==> src/sv/assert_macros.svh <==
// Assertion helper macros for the semaphore block.
// Included by RTL files that carry concurrent assertions.
`ifndef ASSERT_MACROS_SVH
`define ASSERT_MACROS_SVH

// Clocked check, masked while reset is asserted.
`define CSF_ASSERT_RST(lbl, clk, rstn, prop, msg) \
    lbl: assert property (@(posedge clk) disable iff (!rstn) prop) else $error(msg);

// Clocked check, active in reset too.
`define CSF_ASSERT_ALWAYS(lbl, clk, prop, msg) \
    lbl: assert property (@(posedge clk) prop) else $error(msg);

`endif

==> src/sv/csf_pkg.sv <==
// Shared types and constants for the counting semaphore with FIFO waiters.
// No dependencies; used by csf_queue and the core top level.
`default_nettype none

package csf_pkg;

    localparam int CSF_WAITERS    = 16;
    localparam int CSF_COUNT_BITS = 16;
    localparam int ID_W           = 4;
    localparam int KIND_W         = 3;
    localparam int INIT_W         = 16;
    localparam int OUT_DATA_W     = 32;
    localparam int IN_DATA_W      = 8;

    typedef enum logic [KIND_W-1:0] {
        K_TRY     = 3'd0,
        K_ACQ     = 3'd1,
        K_CANCEL  = 3'd2,
        K_RELEASE = 3'd3,
        K_POLL    = 3'd4
    } kind_t;

    typedef enum logic [1:0] {
        E_OK     = 2'd0,
        E_FULL   = 2'd1,
        E_QUEUED = 2'd2,
        E_SAT    = 2'd3
    } err_t;

    typedef enum logic [2:0] {
        Q_NONE,
        Q_APPEND,
        Q_CANCEL,
        Q_RELEASE,
        Q_GRANT
    } qop_t;

    typedef struct packed {
        logic clear;
        qop_t op;
    } q_cmd_t;

    typedef struct packed {
        logic nonempty;
        logic waiting;
        logic cancellable;
    } q_status_t;

endpackage

`default_nettype wire

==> src/sv/csf_queue.sv <==
// Waiter queue: circular doubly linked list in flops plus per-waiter flags.
// Depends on csf_pkg for command and status types.
`default_nettype none

module csf_queue import csf_pkg::*; #(
    parameter  int WAITERS = CSF_WAITERS,
    localparam int IDX_W   = $clog2(WAITERS)
) (
    input  wire logic             clk,
    input  wire logic             rst_n,
    input  wire q_cmd_t           cmd,
    input  wire logic [IDX_W-1:0] idx,
    output q_status_t             status,
    output logic      [IDX_W-1:0] head
);

    logic               nonempty_reg, nonempty_next;
    logic [IDX_W-1:0]   head_reg, head_next;
    logic [WAITERS-1:0] wait_reg, wait_next;
    logic [WAITERS-1:0] canc_reg, canc_next;
    logic [IDX_W-1:0]   next_reg [WAITERS];
    logic [IDX_W-1:0]   next_next [WAITERS];
    logic [IDX_W-1:0]   prev_reg [WAITERS];
    logic [IDX_W-1:0]   prev_next [WAITERS];

    logic [IDX_W-1:0] n, p, q, t;
    logic             do_unlink;

    assign n = (cmd.op == Q_RELEASE) ? head_reg : idx;
    assign p = prev_reg[n];
    assign q = next_reg[n];
    assign t = prev_reg[head_reg];

    assign do_unlink = nonempty_reg &&
                       ((cmd.op == Q_RELEASE) ||
                        ((cmd.op == Q_CANCEL) && wait_reg[idx] && canc_reg[idx]));

    always_comb
    begin
        nonempty_next = nonempty_reg;
        head_next     = head_reg;
        wait_next     = wait_reg;
        canc_next     = canc_reg;
        next_next     = next_reg;
        prev_next     = prev_reg;

        case (cmd.op)
            Q_APPEND:
            begin
                wait_next[idx] = 1'b1;
                canc_next[idx] = 1'b1;
                if (nonempty_reg)
                begin
                    next_next[idx]      = head_reg;
                    prev_next[idx]      = t;
                    next_next[t]        = idx;
                    prev_next[head_reg] = idx;
                end
                else
                begin
                    next_next[idx] = idx;
                    prev_next[idx] = idx;
                    head_next      = idx;
                    nonempty_next  = 1'b1;
                end
            end
            Q_CANCEL:  canc_next[idx] = 1'b0;
            Q_RELEASE: wait_next[head_reg] = 1'b0;
            Q_GRANT:   wait_next[idx] = 1'b0;
            default:   ;
        endcase

        if (do_unlink)
        begin
            next_next[p] = q;
            prev_next[q] = p;
            if (head_reg == n)
            begin
                if (q == n)
                    nonempty_next = 1'b0;
                else
                    head_next = q;
            end
        end

        if (cmd.clear)
        begin
            nonempty_next = 1'b0;
            head_next     = '0;
            wait_next     = '0;
            canc_next     = '0;
        end
    end

    always_ff @(posedge clk or negedge rst_n)
    begin
        if (!rst_n)
        begin
            nonempty_reg <= 1'b0;
            head_reg     <= '0;
            wait_reg     <= '0;
            canc_reg     <= '0;
        end
        else
        begin
            nonempty_reg <= nonempty_next;
            head_reg     <= head_next;
            wait_reg     <= wait_next;
            canc_reg     <= canc_next;
        end
    end

    // links are only read for entries in the queue, so no reset
    always_ff @(posedge clk)
    begin
        next_reg <= next_next;
        prev_reg <= prev_next;
    end

    assign status.nonempty    = nonempty_reg;
    assign status.waiting     = wait_reg[idx];
    assign status.cancellable = canc_reg[idx];
    assign head               = head_reg;

endmodule

`default_nettype wire

==> src/sv/counting_semaphore_fifo_waiters_core.sv <==
// Stages: input register, then result register; a stalled result holds the input.
// Throughput: one request per cycle unless results stall; queue updates with count.
// Reset: rst_n async low clears count, initial_count, queue and flags.
// A write of initial_count reloads the count and empties the queue.
// Depends on csf_pkg, csf_queue and assert_macros.svh.
`default_nettype none
`include "assert_macros.svh"

module counting_semaphore_fifo_waiters_core import csf_pkg::*; #(
    parameter int WAITERS    = CSF_WAITERS,
    parameter int COUNT_BITS = CSF_COUNT_BITS
) (
    input  wire logic                  clk,
    input  wire logic                  rst_n,
    input  wire logic                  s_axis_tvalid,
    output logic                       s_axis_tready,
    input  wire logic [IN_DATA_W-1:0]  s_axis_tdata,  // [3:0] waiter_id
    input  wire logic [KIND_W-1:0]     s_axis_tuser,  // [2:0] kind
    output logic                       m_axis_tvalid,
    input  wire logic                  m_axis_tready,
    // [15:0] old_count, [16] granted, [17] queued, [18] woken_valid,
    // [22:19] woken_id, [23] waiter_done, [24] waiter_finished, [26:25] error
    output logic [OUT_DATA_W-1:0]      m_axis_tdata,
    input  wire logic                  psel,
    input  wire logic                  penable,
    input  wire logic                  pwrite,
    input  wire logic [2:0]            paddr,
    input  wire logic [31:0]           pwdata,
    output logic [31:0]                prdata,
    output logic                       pready
);

    localparam int IDX_W = $clog2(WAITERS);
    localparam int IDW   = IDX_W + ID_W;
    localparam logic [COUNT_BITS-1:0] CNT_ONE = COUNT_BITS'(1);
    localparam logic [COUNT_BITS-1:0] CNT_MAX = {COUNT_BITS{1'b1}};

    // config port
    logic              cfg_wr;
    logic [INIT_W-1:0] init_reg;
    logic [31:0]       init_ext;

    assign pready   = 1'b1;
    assign cfg_wr   = psel && penable && pwrite && (paddr[2] == 1'b0);
    assign init_ext = {16'b0, pwdata[INIT_W-1:0]};
    assign prdata   = (paddr[2] == 1'b0) ? {16'b0, init_reg} : 32'b0;

    // input register
    logic            in_valid_reg;
    kind_t           kind_reg;
    logic [ID_W-1:0] id_reg;
    logic            advance;

    logic                  out_valid_reg;
    logic [OUT_DATA_W-1:0] out_data_reg;

    assign advance       = in_valid_reg && (!out_valid_reg || m_axis_tready);
    assign s_axis_tready = !in_valid_reg || advance;

    // queue
    q_cmd_t           q_cmd;
    q_status_t        q_st;
    logic [IDX_W-1:0] q_head;
    logic [IDX_W-1:0] idx;
    logic [IDW-1:0]   id_wide;
    logic [IDW-1:0]   head_wide;
    logic             in_range;
    qop_t             op;

    assign id_wide   = IDW'(id_reg);
    assign idx       = id_wide[IDX_W-1:0];
    assign head_wide = IDW'(q_head);
    assign in_range  = (32'(id_reg) < WAITERS);
    assign q_cmd.clear = cfg_wr;
    assign q_cmd.op    = advance ? op : Q_NONE;

    csf_queue #(
        .WAITERS (WAITERS)
    ) u_queue (
        .clk    (clk),
        .rst_n  (rst_n),
        .cmd    (q_cmd),
        .idx    (idx),
        .status (q_st),
        .head   (q_head)
    );

    // operation logic
    logic [COUNT_BITS-1:0] unit_count_reg, unit_count_next;
    logic [31:0]           unit_ext;
    logic [15:0]           old_count;
    logic                  granted, queued, woken_valid, waiter_done, waiter_finished;
    logic [ID_W-1:0]       woken_id;
    err_t                  error;
    logic                  cnt_nz;

    assign unit_ext = 32'(unit_count_reg);
    assign cnt_nz   = (unit_count_reg != '0);

    always_comb
    begin
        op              = Q_NONE;
        unit_count_next = unit_count_reg;
        old_count       = '0;
        granted         = 1'b0;
        queued          = 1'b0;
        woken_valid     = 1'b0;
        woken_id        = '0;
        waiter_done     = 1'b0;
        waiter_finished = 1'b0;
        error           = E_OK;

        case (kind_reg)
            K_TRY:
            begin
                old_count = unit_ext[15:0];
                if (cnt_nz)
                begin
                    unit_count_next = unit_count_reg - CNT_ONE;
                    granted         = 1'b1;
                end
            end
            K_ACQ:
            begin
                if (in_range && q_st.waiting && q_st.cancellable)
                begin
                    old_count = unit_ext[15:0];
                    error     = E_QUEUED;
                end
                else if (cnt_nz)
                begin
                    old_count       = unit_ext[15:0];
                    unit_count_next = unit_count_reg - CNT_ONE;
                    granted         = 1'b1;
                    if (in_range)
                        op = Q_GRANT;
                end
                else if (!in_range)
                    error = E_FULL;
                else
                begin
                    op     = Q_APPEND;
                    queued = 1'b1;
                end
            end
            K_CANCEL:
            begin
                if (in_range)
                    op = Q_CANCEL;
            end
            K_RELEASE:
            begin
                old_count = unit_ext[15:0];
                if (q_st.nonempty)
                begin
                    op          = Q_RELEASE;
                    woken_valid = 1'b1;
                    woken_id    = head_wide[ID_W-1:0];
                end
                else if (unit_count_reg == CNT_MAX)
                    error = E_SAT;
                else
                    unit_count_next = unit_count_reg + CNT_ONE;
            end
            K_POLL:
            begin
                if (in_range)
                begin
                    waiter_finished = !q_st.waiting;
                    waiter_done     = !q_st.waiting || !q_st.cancellable;
                end
                else
                begin
                    waiter_finished = 1'b1;
                    waiter_done     = 1'b1;
                end
            end
            default: ;
        endcase
    end

    always_ff @(posedge clk or negedge rst_n)
    begin
        if (!rst_n)
        begin
            init_reg       <= '0;
            unit_count_reg <= '0;
            in_valid_reg   <= 1'b0;
            out_valid_reg  <= 1'b0;
        end
        else
        begin
            if (cfg_wr)
            begin
                init_reg       <= pwdata[INIT_W-1:0];
                unit_count_reg <= init_ext[COUNT_BITS-1:0];
            end
            else if (advance)
                unit_count_reg <= unit_count_next;

            if (s_axis_tready)
                in_valid_reg <= s_axis_tvalid;

            if (advance)
                out_valid_reg <= 1'b1;
            else if (m_axis_tready)
                out_valid_reg <= 1'b0;
        end
    end

    always_ff @(posedge clk)
    begin
        if (s_axis_tready && s_axis_tvalid)
        begin
            kind_reg <= kind_t'(s_axis_tuser);
            id_reg   <= s_axis_tdata[ID_W-1:0];
        end
        if (advance)
            out_data_reg <= {5'b0, error, waiter_finished, waiter_done, woken_id,
                             woken_valid, queued, granted, old_count};
    end

    assign m_axis_tvalid = out_valid_reg;
    assign m_axis_tdata  = out_data_reg;

    `CSF_ASSERT_RST(a_append_fills, clk, rst_n,
        (advance && (op == Q_APPEND) && !cfg_wr) |=> q_st.nonempty,
        "queue empty after append")
    `CSF_ASSERT_RST(a_wake_keeps_count, clk, rst_n,
        (advance && (op == Q_RELEASE) && !cfg_wr) |=> $stable(unit_count_reg),
        "count changed on hand-off to waiter")
    `CSF_ASSERT_RST(a_grant_xor_queue, clk, rst_n,
        !(out_valid_reg && out_data_reg[16] && out_data_reg[17]),
        "result both granted and queued")

endmodule

`default_nettype wire

==> config.mk <==
export PLATFORM = sky130hd
export DESIGN_NAME = counting_semaphore_fifo_waiters_core
export DESIGN_NICKNAME = d
export VERILOG_FILES = /design/src/sv/csf_pkg.sv /design/src/sv/csf_queue.sv /design/src/sv/counting_semaphore_fifo_waiters_core.sv
export VERILOG_INCLUDE_DIRS = /design/src /design/src/sv
export SDC_FILE = /design/constraint.sdc
export NUM_CORES = 1
export LEC_CHECK = 0
export BUFFER_PORTS_ARGS = -buffer_cell sky130_fd_sc_hd__buf_4
export CAP_MARGIN = 20
export CORE_UTILIZATION = 45
export CTS_BUF_LIST = sky130_fd_sc_hd__clkbuf_4 sky130_fd_sc_hd__clkbuf_8
export DETAILED_ROUTE_END_ITERATION = 8
export SKIP_CTS_REPAIR_TIMING = 1
export SYNTH_ARGS = -nofsm -noshare
export SYNTH_HDL_FRONTEND = slang
export SYNTH_SLANG_ARGS = --single-unit
==> constraint.sdc <==
create_clock -name clk -period 4 [get_ports clk]
set_input_delay 0.6 -clock clk [delete_from_list [all_inputs] [get_ports clk]]
set_output_delay 0.6 -clock clk [all_outputs]
set_load 0.01 [all_outputs]
==> results of run 1 <==
==> area by class of cell <==
| class | instances | area, µm² | area share [%] |
|---|---|---|---|
| antenna | 1 | 2.50 | 0.0135 |
| timing repair buffer | 199 | 1590 | 8.59 |
| inverter | 28 | 105 | 0.568 |
| clock inverter | 5 | 32.5 | 0.176 |
| multi-input combinational | 1478 | 9970 | 53.8 |
| sequential | 233 | 5360 | 29.0 |
| clock buffer | 74 | 881 | 4.76 |
| tap | 461 | 577 | 3.11 |
==> worst max path at each step <==
stage / start / to / slack, ns / cells after the start
2_1_floorplan: m_axis_tready / u_queue.next_reg[35] / 0.53 / 12
3_3_place_gp: m_axis_tready / u_queue.prev_reg[61] / 0.10 / 10
3_5_place_dp: m_axis_tready / u_queue.prev_reg[62] / 0.04 / 10
4_1_cts: kind_reg[2] / u_queue.prev_reg[62] / 0.15 / 10
5_1_grt: kind_reg[2] / u_queue.next_reg[37] / 0.04 / 10
6_report: kind_reg[2] / u_queue.next_reg[37] / 0.16 / 10
==> synthesized netlist by cell type, types with 8 or more instances <==
cell type / instances / area share (%)
xor2_1: 12 / 0.65
a31oi_1: 59 / 2.3
mux2i_1: 150 / 9.3
inv_1: 25 / 0.58
nor4_4: 13 / 1.7
ha_1: 14 / 1.1
buf_1: 12 / 0.28
o22ai_1: 61 / 2.4
mux4_2: 47 / 6.6
buf_4: 26 / 1.2
a22oi_1: 69 / 3.2
dfxtp_1: 128 / 16
a2111oi_0: 11 / 0.60
nand2b_1: 23 / 0.89
o21ai_0: 123 / 3.8
nand4_1: 29 / 1.1
a211oi_1: 23 / 1.1
nand2_1: 229 / 5.3
nor2b_1: 27 / 1.0
nand3_1: 60 / 1.9
nor3_1: 25 / 0.78
and2_1: 33 / 1.3
dfrtp_1: 71 / 11
nor4_1: 17 / 0.66
a21o_1: 8 / 0.37
a311oi_1: 13 / 0.71
edfxtp_1: 34 / 6.3
clkbuf_1: 120 / 2.8
nor2_1: 190 / 4.4
buf_2: 18 / 0.56
a21oi_1: 107 / 3.3
==> power by group through the flow <==
stage	logic [W]	clock network [W]	registers (W)
floorplan	0.00107	0	0.00271
global placement	0.00151	0	0.00277
detailed placement	0.00153	0	0.00277
CTS	0.00154	0.00253	0.00273
global route	0.00170	0.00263	0.00276
finish	0.00157	0.00249	0.00273
==> layer usage <==
metal | global-route usage (%) | wire length [µm]
met4 | 20.4 | 3940
met5 | 0 | 0
met3 | 8.06 | 7800
met2 | 51.8 | 27700
met1 | 49.1 | 26300
==> kinds of logic after synthesis <==
logic type      after synthesis
other cells                   2
fa+ha+maj                    15
compound gates              545
xor+xnor                     17
simple gates                674
buf+inv                     207
flops                       233
mux                         205
==> through the flow <==
step                      util, %  worst slack (ns)
after floorplan                 -             0.528
after global placement       49.7             0.104
after detailed placement     49.7            0.0444
after CTS                    52.3             0.154
after global routing         52.3            0.0433
final                        52.3             0.162
==> critical path, stage by stage (launching register included) <==
cell      delay (ns)
edfxtp_1        0.41
nand4b_4        0.20
buf_4           0.23
nor4_1          0.43
nor2_1          0.34
nor2_1          0.54
nand2_1         0.13
and4_1          0.43
buf_4           0.24
nor4_4          0.50
mux2i_1         0.27
==> key figures, run 1 <==
Power
  – Logic pwr share: 23.1%
  – Pleak: 7.35 nW
  – Sequential share of power: 40.3%
  – Clock power share: 36.7%
  – Final Power: 0.00679 W
  – Pwr/cell area: 367 nW/µm²
  – Max IR drop VDD: 0.000302 V
  – Sw frac: 32.8%
  – Pint: 0.00456 W
  – P_sw: 0.00223 W

Floorplanning
  – Ports: 120
  – Die W: 191 µm
  – Die H: 191 µm
  – Initial cell density of the core: 45.6%
  – Die ar.: 36600 µm²
  – Core box area: 35400 µm²
  – Row count: 69

Cells and area
  – Filler cell count: 3342
  – Fin cells: 2479
  – Share of layout cells above drive strength 1: 18.4%
  – Nets@finish: 2051
  – Area delta synth->final: 14.7%
  – Final Instance Area: 18500 µm²
  – Commonest non-fill, non-tap cell in the layout: nand2_1
  – Commonest non-fill, non-tap cells in the layout: nand2_1 (228), nor2_1 (190), buf_4 (190)

Setup path
  – Worst endpoint data arrival time: 4.37 ns
  – CP startpoint kind: flop
  – Cells on worst reg2reg path: 10
  – R2R Path Start: kind_reg[2]
  – Crit-path max FO: 18
  – Crit end category: flop
  – Critical path required time: 4.54 ns
  – R2R Setup Slk: 0.16 ns
  – Critical path class: flop to flop
  – End of the worst register-to-register path: u_queue.next_reg[37]

Global routing
  – Largest net degree at the start of global routing: 72
  – All-Layer GR Usage: 35.9%
  – Vias in the first global route: 15100
  – Initial antenna violation count: 1
  – First-pass GRT wire length: 96900 µm
  – GRT overflow: 0

Logic synthesis
  – Adder-cell share of the synthesized area: 1.21%
  – Post-synth EDFFs: 34
  – Synth cell types: 81
  – Register area share after synthesis: 33.2%
  – Yosys warnings: 0
  – Synth Cell Area: 16100 µm²
  – Avg Inst Size Synth: 8.51 µm²
  – Simple-Gate Fraction of Synth Area: 20.6%
  – Synth Register Bits: 233
  – Largest family of logic cells by synthesized area: compound AO/OA/AOI/OAI gates
  – Mux cell area share after synthesis: 16.4%
  – Synth Area in XOR/XNOR: 0.922%
  – Compound-cell area share of the yosys netlist: 21.9%
  – Gate Count Post-Synth: 1898
  – Fraction of registers with async set/reset: 30.5%
  – Predominant post-synthesis flop cell: dfxtp_1

Timing
  – Final Hold Fails: 0
  – Final Hold Slack: 0.137 ns
  – Worst slew pin tran: 1.09 ns
  – TNS Setup: 0 ns
  – Max Slew Vio Count: 0
  – Fin Clk Skew: 0.0197 ns
  – Period minus WS final: 3.84 ns
  – Worst slew margin: 26.5%
  – RSZ-0062 raised after global routing: false
  – Setup-failing EPs final: 0
  – Fmax: 261 MHz
  – Final worst path period share: 96.0%

Routing
  – Initial DRC count: 2207
  – Vias per cell: 6.65
  – Vias post-DR: 16500
  – Routed length per placed instance: 26.5 µm
  – Number of remaining DRC errors: 0
  – Final ANT Viol Nets: 0
  – Final WL: 65800 µm
  – DR pass1 iterations: 6

Status
  – Status: finished, final reports clean

Min path
  – Worst Hold Class: input port to async pin

Placement
  – HPWL after detailed placement: 45100 µm
  – Dpl cells: 2398
  – GPL Wtd Cong: 0.994
  – Post-placement cell area: 17600 µm²
  – IO buf count: 75

Clock network
  – CTS tree: done
  – Root Buffer: clkbuf_8
  – H-tree levels: 2
  – TritonCTS Buffers: 43
  – Clk Latency, worst-skew pair: 0.63 ns
  – Longest Clk Path Bufs: 3
  – CTS clk-pin slew, worst paths: 0.06 ns
  – Clock sink total: 233

Run
  – # Max-Cap Violations: 0
Power figures use the tool's default switching activity.
==> inputs of run 2 (changes only) <==
- ABC_AREA: unset -> 1
- ABC_CLOCK_PERIOD_IN_PS: unset -> 4000
==> run 2 against run 1 <==
Clock-buffer cell count fell by 10; final area increased by 8.4%; flip-flop and latch count unchanged; clock power grew 14%; clock skew rose by 0.026 ns; hold slack lost 0.040 ns; utilization grew 2.4 points; critical path depth increased by 18; die area increased by 4.4%; maximum frequency about the same; largest cell class unchanged.
==> key figures, run 2 <==
Setup path
  – CP startpoint kind: flop
  – R2R Setup Slk: 0.17 ns
  – Critical path class: flop to flop
  – End of the worst register-to-register path: u_queue.next_reg[23]
  – CP most frequent cell: nand2_1
  – Crit-path max FO: 23
  – Worst path max stage delay: 0.35 ns
  – CP max stage cell: edfxtp_1
  – Cells on worst reg2reg path: 28
  – Critical path required time: 4.53 ns
  – Worst endpoint data arrival time: 4.37 ns
  – Crit end category: flop
  – R2R Path Start: id_reg[0]

Logic synthesis
  – Predominant post-synthesis flop cell: dfxtp_1
  – Synth area leaders: dfxtp_1 (15%), nand2_1 (14%), dfrtp_1 (11%), o21ai_0 (8.2%), nor2_1 (6.4%)
  – Avg Inst Size Synth: 6.36 µm²
  – Synth Register Bits: 233
  – Post-synth top area cell: dfxtp_1
  – Synth Cell Area: 16900 µm²
  – Synth cell types: 54
  – Fraction of registers with async set/reset: 30.5%
  – Yosys warnings: 0
  – Register area share after synthesis: 31.8%
  – Top post-synthesis cells by count: nand2_1 (640), nor2_1 (288), inv_1 (283)
  – Area share of the largest cell type after synthesis: 15.2%
  – Gate Count Post-Synth: 2652
  – Post-synth EDFFs: 34
  – Most common cell in the netlist: nand2_1

Routing
  – Final ANT Viol Nets: 0
  – Initial DRC count: 2442
  – Vias per cell: 5.91
  – Number of remaining DRC errors: 0
  – Vias post-DR: 19600
  – Final WL: 73000 µm
  – DR pass1 iterations: 6
  – Routed length per placed instance: 22.0 µm

Floorplanning
  – Die H: 196 µm
  – Die ar.: 38200 µm²
  – Core box area: 36700 µm²
  – Die W: 196 µm
  – Ports: 120
  – Row count: 70
  – Initial cell density of the core: 45.9%

Placement
  – Dpl cells: 3225
  – IO buf count: 75
  – Pre-CTS WS: 0.0412 ns
  – GPL Wtd Cong: 1.01
  – HPWL after detailed placement: 51600 µm
  – Post-placement cell area: 18800 µm²

Global routing
  – GRT met3 Usage: 6.86%
  – Largest net degree at the start of global routing: 105
  – Met2 Usage GRT: 57.4%
  – GRT overflow: 0
  – Vias in the first global route: 17900
  – GR peak layer: met2
  – Initial antenna violation count: 0
  – First-pass GRT wire length: 109000 µm
  – All-Layer GR Usage: 37.7%
  – GRT met1 Usage: 51.0%

Timing
  – Setup-failing EPs final: 0
  – Worst slew pin tran: 0.948 ns
  – Final worst path period share: 95.9%
  – Final worst setup slack: 0.165 ns
  – Final Hold Slack: 0.0971 ns
  – Worst slew margin: 36.8%
  – Fin Clk Skew: 0.0454 ns
  – Final Hold Fails: 0
  – Period minus WS final: 3.83 ns
  – Fmax: 261 MHz
  – RSZ-0062 raised after global routing: true
  – Max Slew Vio Count: 0

Power
  – Sequential share of power: 36.2%
  – Pwr/cell area: 408 nW/µm²
  – Logic pwr share: 29.2%
  – Sw frac: 35.7%
  – Pleak: 8.51 nW
  – Pint: 0.00527 W
  – P_sw: 0.00292 W
  – Max IR drop VDD: 0.000370 V
  – Clock power share: 34.7%

Clock network
  – CTS tree: done
  – TritonCTS Buffers: 47
  – H-tree levels: 2
  – Clock sink total: 233
  – Clk Latency, worst-skew pair: 0.67 ns
  – Longest Clk Path Bufs: 3
  – Root Buffer: clkbuf_8
  – CTS clk-pin slew, worst paths: 0.06 ns

Cells and area
  – Area delta synth->final: 19.1%
  – Commonest non-fill, non-tap cell in the layout: nand2_1
  – Fin cells: 3319
  – Final Instance Area: 20100 µm²
  – Final Util: 54.7%
  – Share of layout cells above drive strength 1: 15.5%
  – Nets@finish: 2881
  – Commonest non-fill, non-tap cells in the layout: nand2_1 (631), nor2_1 (284), inv_1 (283)
  – Diodes inserted: 0

Status
  – Status: finished, final reports clean

Run
  – # Max-Cap Violations: 0

Min path
  – Worst Hold Class: input port to async pin
-- run 2: how the worst max path moves through the flow --
stage	startpoint	to	slack, ns	cells after the start
2_1_floorplan	kind_reg[2]	unit_count_reg[15]	0.71	20
3_3_place_gp	id_reg[0]	u_queue.prev_reg[12]	0.07	26
3_5_place_dp	id_reg[0]	u_queue.prev_reg[53]	0.04	24
4_1_cts	kind_reg[2]	u_queue.prev_reg[53]	-0.07	19
5_1_grt	id_reg[0]	u_queue.next_reg[28]	-0.06	30
6_report	id_reg[0]	u_queue.next_reg[23]	0.17	28
-- run 2: layout make-up --
class	instances	area (µm²)
timing repair buffer	258	2110
fill	3677	16600
inverter	319	1210
timing repair inverter	1	5.00
sequential	233	5360
tap	468	586
clock buffer	64	831
clock inverter	23	216
multi-input combinational	1953	9760
-- run 2: cell families (layout without fill, tap and decap cells) --
logic type,after synthesis,in the layout,synth area share (%)
simple gates,1121,1121,27.7
compound gates,786,786,27.2
buf+inv,486,665,11.6
flops,233,233,31.8
fa+ha+maj,15,15,1.16
xor+xnor,6,6,0.312
mux,3,3,0.186
other cells,2,22,0.0445
-- run 2: through the flow --
stage / power (W) / setup TNS (ns)
4_1_cts: 0.00814 / -0.604
5_1_grt: 0.00861 / -0.360
3_3_place_gp: 0.00525 / 0
3_5_place_dp: 0.00531 / 0
6_report: 0.00819 / 0
2_1_floorplan: 0.00445 / 0
-- run 2: critical path: cells and delay by family, from the launching register on --
kind | cells | cell delay (ns)
AOI/OAI and AO/OA | 2 | 0.36
DFF | 1 | 0.35
and+or+nand+nor | 20 | 2.13
buffers and inverters | 6 | 0.81
-- run 2: layer usage --
layer  wire length [µm]  vias to the layer above  share of wire [%]
met2              31500                     1111                 43
met1              30500                     9086                 42
li1                   -                     9204                  -
met4               3540                        0                4.8
met3               7430                      209                 10
met5                  0                        -                  0
-- run 2: power by group through the flow --
stage	clock network, W	logic (W)	registers, W
2_1_floorplan	0	0.00146	0.00299
3_3_place_gp	0	0.00226	0.00300
3_5_place_dp	0	0.00230	0.00300
4_1_cts	0.00287	0.00232	0.00296
5_1_grt	0.00298	0.00264	0.00300
6_report	0.00284	0.00239	0.00296
